### config.mk
export PLATFORM = sky130hd
export DESIGN_NAME = i64dm_step
export DESIGN_NICKNAME = d
export VERILOG_FILES = /design/src/hw/rtl/i64dm_pkg.sv /design/src/hw/rtl/i64dm_step.sv
export SDC_FILE = /design/constraint.sdc
export NUM_CORES = 1
export LEC_CHECK = 0
export BUFFER_PORTS_ARGS = -buffer_cell sky130_fd_sc_hd__buf_2
export CAP_MARGIN = 30
export CORE_AREA = 2 2 155 157
export DETAILED_ROUTE_END_ITERATION = 6
export DIE_AREA = 0 0 157 159
export PLACE_DENSITY = 0.77
export SLEW_MARGIN = 20
export SYNTH_ARGS = -nofsm -noshare
export SYNTH_HDL_FRONTEND = slang
export SYNTH_SLANG_ARGS = --single-unit
### constraint.sdc
create_clock -name clk -period 4.8 [get_ports clk]
set_input_delay 0.24 -clock clk [delete_from_list [all_inputs] [get_ports clk]]
set_output_delay 0.24 -clock clk [all_outputs]
set_load 0.01 [all_outputs]
### src/hw/rtl/i64dm_pkg.sv
package i64dm_pkg;

  localparam int unsigned HALF_W = 32;
  localparam int unsigned WORD_W = 64;
  localparam int unsigned STEPS  = WORD_W;

  typedef enum logic [1:0] {
    MODE_SDIV = 2'd0,
    MODE_UDIV = 2'd1,
    MODE_SREM = 2'd2,
    MODE_UREM = 2'd3
  } i64dm_mode_t;

  typedef enum logic [1:0] {
    ST_OK       = 2'd0,
    ST_DIV_ZERO = 2'd1,
    ST_OVERFLOW = 2'd2
  } i64dm_status_t;

  typedef logic [WORD_W-1:0] i64dm_word_t;

  typedef struct packed {
    logic          want_rem;
    logic          neg_x;
    logic          neg_q;
    i64dm_status_t status;
  } i64dm_ctl_t;

endpackage

### src/hw/rtl/i64dm_step.sv
module i64dm_step (
  input  logic                   clk,
  input  logic                   rst_n,
  input  logic                   en,
  input  logic                   v_in,
  input  i64dm_pkg::i64dm_ctl_t  ctl_in,
  input  i64dm_pkg::i64dm_word_t rem_in,
  input  i64dm_pkg::i64dm_word_t quo_in,
  input  i64dm_pkg::i64dm_word_t dvs_in,
  output logic                   v_out,
  output i64dm_pkg::i64dm_ctl_t  ctl_out,
  output i64dm_pkg::i64dm_word_t rem_out,
  output i64dm_pkg::i64dm_word_t quo_out,
  output i64dm_pkg::i64dm_word_t dvs_out
);

  localparam int unsigned W = i64dm_pkg::WORD_W;

  logic                   v_r;
  i64dm_pkg::i64dm_ctl_t  ctl_r;
  i64dm_pkg::i64dm_word_t rem_r;
  i64dm_pkg::i64dm_word_t rem_nxt;
  i64dm_pkg::i64dm_word_t quo_r;
  i64dm_pkg::i64dm_word_t quo_nxt;
  i64dm_pkg::i64dm_word_t dvs_r;
  logic [W:0]             part;
  logic [W:0]             trial;

  // One restoring step: shift in the next dividend bit and try to subtract.
  always_comb begin
    part  = {rem_in, quo_in[W-1]};
    trial = part - {1'b0, dvs_in};
    if (!trial[W]) begin
      rem_nxt = trial[W-1:0];
      quo_nxt = {quo_in[W-2:0], 1'b1};
    end else begin
      rem_nxt = part[W-1:0];
      quo_nxt = {quo_in[W-2:0], 1'b0};
    end
  end

  always_ff @(posedge clk) begin
    if (!rst_n) begin
      v_r <= 1'b0;
    end else if (en) begin
      v_r <= v_in;
    end
  end

  always_ff @(posedge clk) begin
    if (en) begin
      ctl_r <= ctl_in;
      rem_r <= rem_nxt;
      quo_r <= quo_nxt;
      dvs_r <= dvs_in;
    end
  end

  assign v_out   = v_r;
  assign ctl_out = ctl_r;
  assign rem_out = rem_r;
  assign quo_out = quo_r;
  assign dvs_out = dvs_r;

endmodule

==> impl_metrics.ini <==
[run_status]
status = finished, final reports clean

[clocking]
post_cts_resized = 0
clkSlewWorstSetupHoldPaths_ps = 80
clock-sinks = 198
htreeDepth = 4
cts_root_buf = clkbuf_16
cts_buffers = 17
worstSkewPairLatency_ps = 430
cts_tree = done
cts_buffer_depth = 2

[setup_path]
crit_path_top_delay_cell = or4_1
cp.arrival_ps = 4400
slowest_delay_ps = 570
start_kind = primary input
required_ps = 4980
cp_num_buf_inv = 4
crit_family = simple AND/OR/NAND/NOR gates
crit_type = in -> reg
cp_cell_sequence = dlygate4sd3_1 -> buf_2 -> inv_1 -> ha_1 -> nand4_1 -> or4_1 -> or3_1 -> o32a_1 -> a21oi_2 -> o21ai_1 -> and2_4 -> o211a_4 -> inv_6 -> mux2_1
end_kind = register
worst-path-max-fanout = 60

[floorplan]
core_mm2 = 0.02319
rows = 56
die_area_mm2 = 0.02496
ios = 399
initial_utilization = 0.4758
die_w_um = 157
die_y_um = 159

[grt]
grt_pass1_wl_um = 48690
grt_pass1_vias = 9371
grt-ovfl-total = 0
grt_max_degree = 120
antenna_found_initial = 1
track_usage = 0.2484

[synthesis]
synthTopCellsByCount = edfxtp_1 (197), inv_1 (85), a21oi_1 (76)
ys_seq_area_frac = 0.5379
ys.flop_type = edfxtp_1
syn_avg_cell_area_um2 = 11.75
yosysWarnings = 0
synthArstFlopShare = 0
synthCells = 939
ys_top_cells_by_area = edfxtp_1 (54%), ha_1 (7.3%), mux2_1 (5.5%)
ys_ff_latch = 198
ys_types = 75
yosysTopAreaCellShare = 0.5361
yosysMostFrequentCell = edfxtp_1
synth_fp_nets = 1205
synth_top_cell_by_area = edfxtp_1
synth-edff-count = 197
synth_area_mm2 = 0.01104

[layout]
syn_to_final_growth_pct = 37.37
drive_gt1_frac = 0.3060
nets = 1717
finish.instance_area_mm2 = 0.01516
fin_util = 0.6536

[power]
p_clk_frac = 0.299
power.switching_uw = 1533
ir_worst_vdd_v = 0.0002208
intPower_uw = 3432
switching_share = 0.3087
power.density_mw_per_mm2 = 327.5
p_leak_uw = 0.006750
p_comb_frac = 0.260
p_seq_frac = 0.441

[timing]
layout_min_cycle_time_ps = 4221
grt_setup_unrepaired = false
setup_tns_ps = 0
relSlewSlack = 0.5382
finClkSkew_ps = 0
fmax_mhz = 236.9
final-max-slew-violation-count = 0
setup_viol = 0
hold_viol = 0
finalCritPeriodShare = 0.8793
tightest_slew_ps = 692.8

[detailed_routing]
drtPass1Iterations = 5
wl_um = 31780
drc_errors = 0
vias_per_cell = 5.251
vias = 9368
ant_nets = 0
drtIter0Drc = 588
route.detailed.wl_per_inst_um = 17.81

[place]
gp_congestion = 0.9018
dpl_cell_area_mm2 = 0.01331
portBuffers = 398
hpwlAfterDp_um = 22670

[flow_run]
max-cap-violations = 0

[hold_path]
hold_path_class = in -> reg
final timing paths:
kind	from	to	slack (ps)	cells past startpoint
setup reg to reg	v_out	v_out	4190	2
hold reg to reg	v_out	v_out	550	2
setup / recovery	dvs_in[18]	rem_out[26]	580	14
hold / removal	dvs_in[28]	dvs_out[28]	20	1
power by group through the flow:
stage / Clock (uW) / Sequential (uW) / Combinational [uW]
after detailed placement: 0 / 2220 / 1200
after global placement: 0 / 2220 / 1180
after CTS: 1510 / 2180 / 1280
after floorplan: 0 / 2330 / 626
after global routing: 1560 / 2200 / 1410
final: 1490 / 2190 / 1290
kinds of logic after synthesis:
group	after synthesis	share of synthesized area
AOI/OAI and AO/OA	240	0.1434
xor gates and xnor gates	57	0.04524
adders and majority gates	65	0.07438
buffers and inverters	119	0.04524
DFF	198	0.5379
muxes	64	0.06519
and+or+nand+nor	196	0.08866
metal layers:
layer  part of all wire  track usage  vias up  wire (um)
met5            0.00041            0        -         13
met4              0.028      0.09258        2        886
met3              0.067      0.04899       52       2117
met2               0.50       0.4344      375      15990
met1               0.40       0.3021     4415      12770
li1                   -            -     4524          -
area by class of cell:
| class | instances | area, um2 |
|---|---|---|
| multi-input combinational | 622 | 4601 |
| tap | 319 | 399.1 |
| antenna | 1 | 2.502 |
| inverter | 86 | 327.8 |
| fill | 1773 | 8033 |
| timing repair buffer | 526 | 3284 |
| sequential | 198 | 5936 |
| clock inverter | 14 | 180.2 |
| clock buffer | 18 | 429.2 |
registers in the layout, summed over array words and instances (netlist names):
register,cells
dvs_out,64
quo_out,64
rem_out,64
ctl_out,5
v_out,1
cell usage in the layout (no fill, tap or decap), types with 6 or more instances in the layout:
cell type,netlist,layout
inv_1,85,85
nand2b_1,9,9
o21ai_0,23,23
o21ai_1,15,15
buf_2,2,397
xor2_1,23,23
a21oi_1,76,76
a31oi_1,7,7
nor2b_1,11,11
o21a_1,8,8
a21o_1,32,32
nor2_1,40,40
edfxtp_1,197,197
mux2i_1,7,7
nand4_1,20,20
clkbuf_16,0,17
nand2_1,62,62
nand3_1,10,10
and3_1,7,7
mux2_1,54,54
dlygate4sd3_1,0,124
a211oi_1,6,6
nor3_1,9,9
ha_1,64,64
o21bai_1,15,15
xnor2_1,34,34
stage by stage:
step / cells / power (uW) / setup slack [ps] / hold slack, ps
final: 1784 / 4965 / 579.4 / 19.49
after global placement: 1627 / 3400 / 694.3 / 416.7
after global routing: 1783 / 5177 / 375.5 / 0.4852
after floorplan: 939 / 2959 / 1476 / 338.9
after CTS: 1780 / 4980 / 604.3 / 3.592
after detailed placement: 1627 / 3421 / 628.8 / 418.1
what timing repair did:
item / 4_1_cts / 5_1_grt
hold buffers: 121 / 3
hold endpoints to repair: 121 / 3
setup buffers: 0 / 0
setup endpoints to repair: 0 / 0
Power figures use the tool's default switching activity.
