## src/hw/rtl/i64dm_pkg.sv

```systemverilog
package i64dm_pkg;

  localparam int unsigned HALF_W = 32;
  localparam int unsigned WORD_W = 64;
  localparam int unsigned STEPS  = WORD_W;

  typedef enum logic [1:0] {
    MODE_SDIV = 2'd0,
    MODE_UDIV = 2'd1,
    MODE_SREM = 2'd2,
    MODE_UREM = 2'd3
  } i64dm_mode_t;

  typedef enum logic [1:0] {
    ST_OK       = 2'd0,
    ST_DIV_ZERO = 2'd1,
    ST_OVERFLOW = 2'd2
  } i64dm_status_t;

  typedef logic [WORD_W-1:0] i64dm_word_t;

  typedef struct packed {
    logic          want_rem;
    logic          neg_x;
    logic          neg_q;
    i64dm_status_t status;
  } i64dm_ctl_t;

endpackage

```

## src/hw/rtl/i64dm_pre.sv

```systemverilog
module i64dm_pre (
  input  logic                   clk,
  input  logic                   rst_n,
  input  logic                   en,
  input  logic                   v_in,
  input  logic [1:0]             mode,
  input  logic [i64dm_pkg::HALF_W-1:0] dividend_high,
  input  logic [i64dm_pkg::HALF_W-1:0] dividend_low,
  input  logic [i64dm_pkg::HALF_W-1:0] divisor_high,
  input  logic [i64dm_pkg::HALF_W-1:0] divisor_low,
  output logic                   v_out,
  output i64dm_pkg::i64dm_ctl_t  ctl_out,
  output i64dm_pkg::i64dm_word_t rem_out,
  output i64dm_pkg::i64dm_word_t quo_out,
  output i64dm_pkg::i64dm_word_t dvs_out
);

  logic                   v_r;
  i64dm_pkg::i64dm_ctl_t  ctl_r;
  i64dm_pkg::i64dm_ctl_t  ctl_nxt;
  i64dm_pkg::i64dm_word_t quo_r;
  i64dm_pkg::i64dm_word_t quo_nxt;
  i64dm_pkg::i64dm_word_t dvs_r;
  i64dm_pkg::i64dm_word_t dvs_nxt;
  i64dm_pkg::i64dm_word_t x;
  i64dm_pkg::i64dm_word_t y;
  logic                   is_signed;
  logic                   neg_y;

  always_comb begin
    x         = {dividend_high, dividend_low};
    y         = {divisor_high, divisor_low};
    is_signed = (mode == i64dm_pkg::MODE_SDIV) || (mode == i64dm_pkg::MODE_SREM);
    ctl_nxt.want_rem = (mode == i64dm_pkg::MODE_SREM) || (mode == i64dm_pkg::MODE_UREM);
    ctl_nxt.neg_x    = is_signed & x[i64dm_pkg::WORD_W-1];
    neg_y            = is_signed & y[i64dm_pkg::WORD_W-1];
    ctl_nxt.neg_q    = ctl_nxt.neg_x ^ neg_y;
    if (y == '0) begin
      ctl_nxt.status = i64dm_pkg::ST_DIV_ZERO;
    end else if (is_signed && (x == {1'b1, {(i64dm_pkg::WORD_W-1){1'b0}}}) && (y == '1)) begin
      ctl_nxt.status = i64dm_pkg::ST_OVERFLOW;
    end else begin
      ctl_nxt.status = i64dm_pkg::ST_OK;
    end
    quo_nxt = ctl_nxt.neg_x ? (~x + i64dm_pkg::i64dm_word_t'(1)) : x;
    dvs_nxt = neg_y ? (~y + i64dm_pkg::i64dm_word_t'(1)) : y;
  end

  always_ff @(posedge clk) begin
    if (!rst_n) begin
      v_r <= 1'b0;
    end else if (en) begin
      v_r <= v_in;
    end
  end

  always_ff @(posedge clk) begin
    if (en) begin
      ctl_r <= ctl_nxt;
      quo_r <= quo_nxt;
      dvs_r <= dvs_nxt;
    end
  end

  assign v_out   = v_r;
  assign ctl_out = ctl_r;
  assign rem_out = '0;
  assign quo_out = quo_r;
  assign dvs_out = dvs_r;

endmodule

```

## config.mk

```make
export PLATFORM = sky130hd
export DESIGN_NAME = i64dm_pre
export DESIGN_NICKNAME = d
export VERILOG_FILES = /design/src/hw/rtl/i64dm_pkg.sv /design/src/hw/rtl/i64dm_pre.sv
export SDC_FILE = /design/constraint.sdc
export NUM_CORES = 1
export LEC_CHECK = 0
export BUFFER_PORTS_ARGS = -buffer_cell sky130_fd_sc_hd__buf_4
export CAP_MARGIN = 20
export CORE_MARGIN = 1.5
export CORE_UTILIZATION = 40
export DETAILED_ROUTE_END_ITERATION = 12
export PLACE_DENSITY = 0.69
export SLEW_MARGIN = 20
export SYNTH_ARGS = -nofsm -noshare
export SYNTH_HDL_FRONTEND = slang
export SYNTH_SLANG_ARGS = --single-unit
```

## constraint.sdc

```tcl
create_clock -name clk -period 4.7 [get_ports clk]
set_clock_uncertainty 0.2 [all_clocks]
set_input_delay 0.705 -clock clk [delete_from_list [all_inputs] [get_ports clk]]
set_output_delay 0.705 -clock clk [all_outputs]
set_load 0.01 [all_outputs]
```

==> run summary <==
Cell Area, Synth: 7720 um2
share of the synthesized area in the top cell type: 51.8%
post-CTS setup buffer count: 0
hold violation total from the final report: 0
Port Buf Inserts: 267
antenna violations before repair: 1
final core occ: 55.2%
period utilisation layout: 67.8%
Yosys top cell by area: sky130_fd_sc_hd__edfxtp_1
total power consumption of the routed design: 3.54 mW
diodes inserted: 0
outcome: finished, final reports clean
Worst VDD drop: 0.000244 V
leakage power: 4.23 nW
achievable frequency: 314 MHz
Yosys cell types: 52
FF+latch count, synth: 134
detailed-router iteration count before antenna repair: 5
total number of placement rows: 50
Setup crit end kind: flip-flop
CP Cell Sequence: buf_4 > nor4_1 > nand3_1 > nor4b_4 > a41oi_1 > xor2_1
Antenna Nets Post-Route: 0
largest incremental delay on the critical path: 870 ps
P_sw: 889 uW
number of gates on the worst path with buffers counted: 6
total global-route track usage: 21.3%
final sum of negative setup slack: 0 ps
master cell of the clock root buffer: sky130_fd_sc_hd__clkbuf_16
met1 demand-to-capacity share in global routing: 28.7%
Max FO, Critical Path: 15
count of flip-flops with a built-in enable after synthesis: 133
Reg-to-Reg End: v_out
core footprint: 18800 um2
# IOs: 332
launch point of the critical path: divisor_low[28]
share of power burned in combinational logic: 17.9%
maximum number of pins on one net before global-route repair: 95
die height: 142 um
Remaining DRCs: 0
internal power: 2.65 mW
Tightest Pin Transition: 1020 ps
Horiz. Die Dim: 142 um
detailed placer's ending HPWL: 16.5 mm
H-Tree Depth: 4
fraction of layout cells with a size suffix above 1: 33.4%
Reg clk slew, reported paths: 60 ps
warnings from Yosys: 0
Final Max Tran Viols: 0
relative max-transition margin: 31.7%
unrepaired setup endpoints after global routing: no
count of cells along the worst register-to-register path: 2
net switching share of the total power: 25.1%
per-instance average area after synthesis: 11.3 um2
critical path buffer and inverter count: 1
worst path required time: 4660 ps
layout net count: 1094
Finished Layout Cells: 1229
maximum count of clock buffers along a single path: 2
routability-driven placement congestion ratio: 0.917
Cells after Synth: 683
master of the slowest instance on the critical path: sky130_fd_sc_hd__nor4b_4
total overflow reported by the global router: 0
worst reg-to-reg setup slack: 3910 ps
cell type group with the largest total delay on the critical path: simple AND/OR/NAND/NOR gates
cell area power density: 340 nW/um2
overall via count from detail_route: 6363
post-synthesis sequential area ratio: 52.0%
Initial Utilization: 41.0%
critical path start-end classification: primary input to flip-flop
Tmin final: 3190 ps
number of clock buffers inserted by TritonCTS: 17
Crit path arrival time: 3140 ps
average wire length per cell after detail routing: 18.0 um
number of global-route vias before repair: 5959
count of max-cap constraint violations: 0
share of power burned in registers: 42.5%
total wire length after detailed routing: 22.1 mm
busiest layer in global routing: met2
number of hold buffers added after CTS: 0
Global Route met2 Usage: 33.4%
DR vias/cell: 5.18
ranking of synthesized cells by area: sky130_fd_sc_hd__edfxtp_1 52%, sky130_fd_sc_hd__xor2_1 8.6%, sky130_fd_sc_hd__buf_4 6.2%
fillers: 1648
worst hold slack after final layout: 277 ps
GRT met3 Usage: 3.95%
area added between synthesis and finish: 34.8%
Final setup viols: 0
footprint of the multi-input gates: 3290 um2
Worst setup SP type: primary input
end of the critical path: dvs_out[53]
Top FF cell, synth: sky130_fd_sc_hd__edfxtp_1
post-cts gate resize count: 0
TritonCTS clock tree: done
worst reg2reg startpoint: v_out
relative contribution of the clock network to total power: 39.6%
clock insertion delay at the later pin of the skew report: 420 ps
sequential cell area: 4010 um2
Worst Hold Class: primary input to flip-flop
DR iter-0 viols: 529
number of sinks on the clock net: 134
cell count of the worst hold path: 1
Post-synth ARST share: 0%
overall die area: 20100 um2
first-pass GRT wire length: 32.7 mm
Cells after DPL: 1198
## stage by stage
stage / setup WS, ps / instance area [um2]
after global placement: 1140 / 9790
after floorplan: 1800 / 7950
after detailed placement: 1150 / 9790
after CTS: 1570 / 10400
final: 1510 / 10400
after global routing: 1370 / 10400
## power by group through the flow
stage	logic [mW]	clock network, mW	registers (mW)
after global routing	0.678	1.47	1.51
after detailed placement	0.631	0	1.53
final	0.632	1.40	1.50
after CTS	0.633	1.42	1.51
after floorplan	0.215	0	1.59
after global placement	0.624	0	1.53
## metal layers
| layer | wire (um) | vias up | share of wire [%] |
|---|---|---|---|
| li1 | - | 2967 | - |
| met1 | 9410 | 2968 | 43 |
| met2 | 10300 | 366 | 46 |
| met3 | 1620 | 60 | 7.3 |
| met4 | 778 | 2 | 3.5 |
| met5 | 11 | - | 0.050 |
## worst register-to-register path: stages (launching register included)
cell and delay [ps]:
sky130_fd_sc_hd__dfxtp_1 310, sky130_fd_sc_hd__mux2i_1 120, sky130_fd_sc_hd__nor2b_1 60
## sequential cells by signal (all words and copies together), names as in the netlist
name,cells
ctl_out,5
quo_out,64
dvs_out,64
v_out,1
## worst min path at each step
stage	start	endpoint	slack (ps)
final	mode[1]	ctl_out[4]	280
after global routing	mode[1]	ctl_out[4]	260
after CTS	mode[1]	ctl_out[4]	260
after detailed placement	v_out	v_out	320
after global placement	v_out	v_out	310
after floorplan	v_out	v_out	340
## placed cells by master (no fill, tap or decap), types with 3 or more instances in the layout
| cell type | netlist | final |
|---|---|---|
| sky130_fd_sc_hd__buf_4 | 64 | 277 |
| sky130_fd_sc_hd__edfxtp_1 | 133 | 133 |
| sky130_fd_sc_hd__xor2_1 | 76 | 76 |
| sky130_fd_sc_hd__conb_1 | 1 | 64 |
| sky130_fd_sc_hd__nor2_1 | 54 | 54 |
| sky130_fd_sc_hd__xnor2_1 | 47 | 47 |
| sky130_fd_sc_hd__a31oi_1 | 37 | 37 |
| sky130_fd_sc_hd__nor3_1 | 32 | 32 |
| sky130_fd_sc_hd__a21oi_1 | 31 | 31 |
| sky130_fd_sc_hd__nor4_1 | 24 | 24 |
| sky130_fd_sc_hd__nand4_1 | 20 | 20 |
| sky130_fd_sc_hd__inv_1 | 17 | 17 |
| sky130_fd_sc_hd__nand2_1 | 17 | 17 |
| sky130_fd_sc_hd__clkbuf_16 | 0 | 17 |
| sky130_fd_sc_hd__o21ai_0 | 14 | 14 |
| sky130_fd_sc_hd__o31ai_1 | 9 | 9 |
| sky130_fd_sc_hd__or4_1 | 7 | 7 |
| sky130_fd_sc_hd__o41ai_1 | 7 | 7 |
| sky130_fd_sc_hd__nand3_1 | 6 | 6 |
| sky130_fd_sc_hd__a41oi_1 | 6 | 6 |
| sky130_fd_sc_hd__nor2b_1 | 6 | 6 |
| sky130_fd_sc_hd__nand2b_1 | 5 | 4 |
| sky130_fd_sc_hd__or3_1 | 4 | 4 |
| sky130_fd_sc_hd__and3_1 | 4 | 4 |
| sky130_fd_sc_hd__nor3b_1 | 4 | 4 |
| sky130_fd_sc_hd__bufinv_16 | 0 | 4 |
| sky130_fd_sc_hd__clkinvlp_4 | 0 | 4 |
| sky130_fd_sc_hd__and2_1 | 3 | 3 |
| sky130_fd_sc_hd__ha_1 | 3 | 3 |
## kinds of logic (layout without fill, tap and decap cells)
family | Yosys count | count (layout) | synth area share, %
compound gates | 109 | 109 | 9.37
fa+ha+maj | 3 | 3 | 0.487
other cells | 1 | 64 | 0.0486
buf+inv | 104 | 327 | 8.42
flops | 134 | 134 | 52.0
simple gates | 208 | 208 | 15.6
xor+xnor | 123 | 123 | 14.0
mux | 1 | 1 | 0.130
## cell usage after synthesis, drive strengths merged (13+ instances only)
| cell type | instances |
|---|---|
| edfxtp | 133 |
| nor4 | 28 |
| o21ai | 14 |
| a31oi | 37 |
| a21oi | 31 |
| xor2 | 76 |
| nor2 | 54 |
| inv | 17 |
| nor3 | 34 |
| buf | 73 |
| nand4 | 20 |
| clkbuf | 13 |
| xnor2 | 47 |
| nand2 | 18 |
## final cells by class
type	instances	area share [%]
tap	260	3.13
clock buffer	18	4.13
multi-input combinational	508	31.7
clock inverter	13	1.74
timing repair buffer	278	20.1
sequential	134	38.6
inverter	18	0.650
Note: power is estimated with default switching activity, not from simulation.
