[config.mk]
export PLATFORM = sky130hd
export DESIGN_NAME = i64dm_post_flat
export DESIGN_NICKNAME = d
export VERILOG_FILES = /design/src/hw/rtl/i64dm_pkg.sv /design/src/hw/rtl/i64dm_if.sv /design/src/hw/rtl/i64dm_post.sv /design/src/flat_wrapper.sv
export SDC_FILE = /design/constraint.sdc
export NUM_CORES = 1
export LEC_CHECK = 0
export ABC_CLOCK_PERIOD_IN_PS = 5000
export BUFFER_PORTS_ARGS = -buffer_cell sky130_fd_sc_hd__buf_2
export CORE_MARGIN = 4
export CORE_UTILIZATION = 51
export DETAILED_ROUTE_END_ITERATION = 12
export PLACE_DENSITY = 0.79
export SLEW_MARGIN = 5
export SYNTH_ARGS = -nofsm -noshare
export SYNTH_HDL_FRONTEND = slang
export SYNTH_SLANG_ARGS = --single-unit
[constraint.sdc]
create_clock -name clk -period 5 [get_ports clk]
set_input_delay 0.25 -clock clk [delete_from_list [all_inputs] [get_ports clk]]
set_output_delay 0.25 -clock clk [all_outputs]
set_load 0.02 [all_outputs]
[src/hw/rtl/i64dm_pkg.sv]
package i64dm_pkg;

  localparam int unsigned HALF_W = 32;
  localparam int unsigned WORD_W = 64;
  localparam int unsigned STEPS  = WORD_W;

  typedef enum logic [1:0] {
    MODE_SDIV = 2'd0,
    MODE_UDIV = 2'd1,
    MODE_SREM = 2'd2,
    MODE_UREM = 2'd3
  } i64dm_mode_t;

  typedef enum logic [1:0] {
    ST_OK       = 2'd0,
    ST_DIV_ZERO = 2'd1,
    ST_OVERFLOW = 2'd2
  } i64dm_status_t;

  typedef logic [WORD_W-1:0] i64dm_word_t;

  typedef struct packed {
    logic          want_rem;
    logic          neg_x;
    logic          neg_q;
    i64dm_status_t status;
  } i64dm_ctl_t;

endpackage

[src/hw/rtl/i64dm_if.sv]


interface i64dm_out_if;
  logic                         valid;
  logic                         ready;
  logic [i64dm_pkg::WORD_W-1:0] answer;
  logic [1:0]                   status;

  modport source (
    output valid, answer, status,
    input  ready
  );
  modport sink (
    input  valid, answer, status,
    output ready
  );
endinterface

[src/hw/rtl/i64dm_post.sv]
module i64dm_post (
  input  logic                   clk,
  input  logic                   rst_n,
  input  logic                   v_in,
  input  i64dm_pkg::i64dm_ctl_t  ctl_in,
  input  i64dm_pkg::i64dm_word_t rem_in,
  input  i64dm_pkg::i64dm_word_t quo_in,
  i64dm_out_if.source            out_bus
);

  logic                   take;
  logic                   valid_r;
  i64dm_pkg::i64dm_word_t answer_r;
  i64dm_pkg::i64dm_word_t answer_nxt;
  logic [1:0]             status_r;
  i64dm_pkg::i64dm_word_t pick;
  logic                   negate;

  always_comb begin
    take   = !valid_r || out_bus.ready;
    pick   = ctl_in.want_rem ? rem_in : quo_in;
    negate = ctl_in.want_rem ? ctl_in.neg_x : ctl_in.neg_q;
    if (ctl_in.status != i64dm_pkg::ST_OK) begin
      answer_nxt = '0;
    end else if (negate) begin
      answer_nxt = ~pick + i64dm_pkg::i64dm_word_t'(1);
    end else begin
      answer_nxt = pick;
    end
  end

  always_ff @(posedge clk) begin
    if (!rst_n) begin
      valid_r <= 1'b0;
    end else if (take) begin
      valid_r <= v_in;
    end
  end

  always_ff @(posedge clk) begin
    if (take) begin
      answer_r <= answer_nxt;
      status_r <= ctl_in.status;
    end
  end

  assign out_bus.valid  = valid_r;
  assign out_bus.answer = answer_r;
  assign out_bus.status = status_r;

endmodule

[src/flat_wrapper.sv]
// flat-port wrapper written by rule: the top's interface ports become plain ports
module i64dm_post_flat 
  (clk, rst_n, v_in, ctl_in, rem_in, quo_in, out_bus_valid, out_bus_answer, out_bus_status, out_bus_ready);
  i64dm_out_if out_bus_i ();
  input  logic clk;
  input  logic rst_n;
  input  logic v_in;
  input  i64dm_pkg::i64dm_ctl_t ctl_in;
  input  i64dm_pkg::i64dm_word_t rem_in;
  input  i64dm_pkg::i64dm_word_t quo_in;
  output wire logic [$bits(out_bus_i.valid)-1:0] out_bus_valid;
  output wire logic [$bits(out_bus_i.answer)-1:0] out_bus_answer;
  output wire logic [$bits(out_bus_i.status)-1:0] out_bus_status;
  input wire logic [$bits(out_bus_i.ready)-1:0] out_bus_ready;
  assign out_bus_valid = out_bus_i.valid;
  assign out_bus_answer = out_bus_i.answer;
  assign out_bus_status = out_bus_i.status;
  assign out_bus_i.ready = out_bus_ready;
  i64dm_post u_core (.clk(clk), .rst_n(rst_n), .v_in(v_in), .ctl_in(ctl_in), .rem_in(rem_in), .quo_in(quo_in), .out_bus(out_bus_i));
endmodule
==> results.txt <==
----------------------------------------------------
[Worst setup path]
  Slowest stage cell, crit path ... sky130_fd_sc_hd__or4_1
  Max stage delay on crit path ... 0.70 ns
  CP Class ... input port to register
  Maximum fanout along the worst path ... 119
  Count of cells along the worst register-to-register path ... 1
  Critical path cell sequence ... buf_6 > mux2i_1 > ha_1 > o211a_1 > o2111ai_1 > buf_4 > or4_1 > or4_1 > nand3_1
  Req. time, crit path ... 5.22 ns
  Setup slack, reg-to-reg ... 3.60 ns
  CP Data Arrival Time ... 3.61 ns
  Critical path depth ... 9
  Worst Setup SP ... ctl_in[4]
  Number of buffers and inverters on the critical path ... 2
  Startpoint type of the worst setup path ... input port
  Kind of cell adding the most delay to the critical path ... simple AND/OR/NAND/NOR gates
  Worst r2r src ... u_core.out_bus.valid
  Capture instance of the worst register-to-register path ... u_core.out_bus.answer[20]
  Kind of end point of the critical path ... register
  Capture point of the critical path ... u_core.out_bus.answer[50]
  CP most frequent cell ... sky130_fd_sc_hd__or4_1

[Timing]
  Setup TNS after final layout ... 0 ns
  Hold Fails Final Rpt ... 0
  Worst path setup slack after routing ... 1.609 ns
  Max_slew headroom ... 19.97%
  Measured slew at the worst slew-check pin ... 1.175 ns
  Highest clock frequency the design can meet ... 0.2949 GHz
  Number of endpoints failing setup at the final stage ... 0
  Ratio of final minimum period to clock period ... 67.81%
  Final period demand of the worst path ... 3.391 ns
  RSZ-0062 raised after global routing ... no
  Max-slew violation count ... 0
  Setup clock skew after layout ... 0.01118 ns

[Global route]
  Aggregate global-route resource usage ... 26.96%
  Pin count of the biggest net entering global routing ... 120
  Wire length of the first global-routing pass ... 27,900 um
  Antenna violations before repair ... 0
  Via count of the first global-routing pass ... 5,605
  Global route total overflow ... 0

[Yosys]
  Count of flip-flops with a built-in enable after synthesis ... 66
  Syn nets ... 746
  Post-synthesis share of cell area spent on and, or, nand and nor gates ... 25.99%
  Xor/xnor cell area share of the yosys netlist ... 6.140%
  Area share of fa/ha/maj cells after synthesis ... 0.2193%
  Mux share of post-synthesis cell area ... 13.75%
  Mean instance size in the synthesized netlist ... 9.384 um2
  Post-Synthesis Cells ... 608
  YS warnings ... 0
  Async set-reset flop share out of synthesis ... 0%
  Number of synthesized register bits ... 67
  Largest family of logic cells by synthesized area ... simple AND/OR/NAND/NOR gates
  Post-synthesis instance area ... 5705 um2
  Complex-gate fraction of the synthesized area ... 15.00%
  Sequential fraction of the synthesis area ... 35.09%
  Count of unique library cells instantiated by Yosys ... 63
  Predominant post-synthesis flop cell ... sky130_fd_sc_hd__edfxtp_1

[Die]
  Core region area ... 10,890 um2
  Die width ... 113.8 um
  Y dimension of the die ... 113.8 um
  Effective utilization at floorplan ... 52.40%
  Number of top-level pins ... 204
  Row Count ... 38
  Floorplan die area ... 12,940 um2

[Layout]
  Finished Layout Cells ... 934
  Diodes inserted ... 0
  Commonest non-fill, non-tap cell in the layout ... sky130_fd_sc_hd__buf_2
  Area overhead of the layout relative to synthesis ... 21.97%
  Most used cells in the layout excluding fill and tap cells ... sky130_fd_sc_hd__buf_2 (202), sky130_fd_sc_hd__edfxtp_1 (66), sky130_fd_sc_hd__mux2i_1 (65)
  Total non-filler cell area in the finished layout ... 6959 um2
  # nets final ... 927
  Final design utilization ... 63.92%
  Ratio of cells with drive above 1 in the final layout ... 32.87%

[Place]
  Worst slack after detailed placement ... 1.341 ns
  Number of buffers inserted by port buffering ... 203
  HPWL after detailed placement ... 13,570 um
  Total instance count after detailed placement ... 918
  Post-placement cell area ... 6761 um2
  Placer congestion estimate ... 0.9133

[Clock network]
  Clock latency reported for the late side of the worst-skew pair ... 0.36 ns
  CTS tree ... built
  Number of H-tree branching levels ... 3
  Number of gates given a new drive strength after cts ... 0
  Buffer cell driving the clock tree root ... sky130_fd_sc_hd__clkbuf_8
  Num Clock Sinks ... 67
  Post-cts hold buffer count ... 0
  Number of buffers inserted to repair setup after CTS ... 0
  Number of CTS-inserted buffers ... 9
  Clock slew seen by the registers of the worst setup and hold paths ... 0.08 ns
  Maximum buffer depth of the clock tree ... 2

[Routing]
  Routed length per placed instance ... 19.16 um
  DRT Wirelength ... 17,900 um
  Total via count in the routed design ... 5,763
  ANT nets after route ... 0
  Final routed DRC violation total ... 0
  Number of DRC markers in iteration 0 ... 386
  Drt pass-1 iters ... 6
  Via density ... 6.170

[Run]
  Count of max-cap constraint violations ... 0

[Hold path]
  Hold path start ... ctl_in[1]
  Classification of the worst-slack hold path ... input port to register

[Power]
  Pwr/cell area ... 235.1 nW/um2
  Worst VDD drop ... 0.0002091 V
  P_leak ... 0.003065 uW

[Run status]
  Run status ... complete, no violations

----------------------------------------------------
-- flip-flops by register name, indices dropped and copies added (netlist names) --
register and count:
u_core.out_bus.valid 1, u_core.out_bus.answer 64, u_core.out_bus.status 2
-- worst min path at each step --
stage | slack [ns] | to | cells past startpoint
6_report | 0.09 | u_core.out_bus.status[1] | 1
5_1_grt | 0.08 | u_core.out_bus.status[0] | 1
4_1_cts | 0.08 | u_core.out_bus.status[1] | 1
3_5_place_dp | 0.46 | u_core.out_bus.status[1] | 1
3_3_place_gp | 0.45 | u_core.out_bus.status[0] | 1
2_1_floorplan | 0.35 | u_core.out_bus.status[0] | 0
-- synthesized netlist by cell type, types with 5 or more instances --
library cell | count | area (um2)
sky130_fd_sc_hd__mux2i_1 | 66 | 660.6
sky130_fd_sc_hd__a222oi_1 | 5 | 50.05
sky130_fd_sc_hd__buf_6 | 6 | 67.56
sky130_fd_sc_hd__or2_2 | 8 | 50.05
sky130_fd_sc_hd__o211ai_1 | 5 | 37.54
sky130_fd_sc_hd__clkbuf_1 | 21 | 78.83
sky130_fd_sc_hd__or4b_1 | 5 | 50.05
sky130_fd_sc_hd__nand3_1 | 9 | 45.04
sky130_fd_sc_hd__a31oi_1 | 9 | 56.30
sky130_fd_sc_hd__nor3b_1 | 15 | 112.6
sky130_fd_sc_hd__buf_2 | 12 | 60.06
sky130_fd_sc_hd__xor2_1 | 14 | 122.6
sky130_fd_sc_hd__o21a_1 | 5 | 37.54
sky130_fd_sc_hd__nor3_1 | 39 | 195.2
sky130_fd_sc_hd__nor2_1 | 59 | 221.5
sky130_fd_sc_hd__o31ai_1 | 15 | 112.6
sky130_fd_sc_hd__edfxtp_1 | 66 | 1982
sky130_fd_sc_hd__a22oi_1 | 5 | 37.54
sky130_fd_sc_hd__xnor2_1 | 26 | 227.7
sky130_fd_sc_hd__a21oi_1 | 19 | 95.09
sky130_fd_sc_hd__and3_1 | 7 | 43.79
sky130_fd_sc_hd__nand2_1 | 41 | 153.9
sky130_fd_sc_hd__or3b_2 | 5 | 43.79
sky130_fd_sc_hd__or3_1 | 16 | 100.1
sky130_fd_sc_hd__o21ai_0 | 19 | 95.09
sky130_fd_sc_hd__nor4_1 | 14 | 87.58
sky130_fd_sc_hd__mux2_2 | 11 | 123.9
sky130_fd_sc_hd__or4_1 | 10 | 75.07
sky130_fd_sc_hd__nand2b_1 | 6 | 37.54
sky130_fd_sc_hd__or3b_1 | 8 | 70.07
-- power by group --
group | switching [uW] | internal (uW) | total, uW
clock network | 213 | 258 | 471
registers | 15.4 | 675 | 690
logic | 287 | 187 | 474
total | 516 | 1120 | 1640
-- cell type report --
type | count | area, um2
Fill cell | 931 | 3929
Multi-Input combinational cell | 499 | 3506
Sequential cell | 67 | 2002
Timing Repair Buffer | 209 | 1067
Tap cell | 140 | 175.2
Clock buffer | 14 | 162.7
Clock inverter | 2 | 35.03
Inverter | 3 | 11.26
-- per-layer routing --
layer / track usage [%] / wire, um
met5: 0 / 0
met4: 10.45 / 495
met3: 4.032 / 1550
met2: 42.91 / 8321
met1: 37.23 / 7531
-- cell families after synthesis --
group           after synthesis
compound gates              116
xor+xnor                     40
fa+ha+maj                     1
buf+inv                      42
flops                        67
mux                          77
simple gates                265
-- metrics by stage --
stage | hold WS, ns | power (uW)
global route | 0.08407 | 1711
floorplan | 0.3489 | 1001
detailed placement | 0.4557 | 1172
finish | 0.08990 | 1636
global placement | 0.4514 | 1164
CTS | 0.08281 | 1638
(Power assumes the default switching activity.)
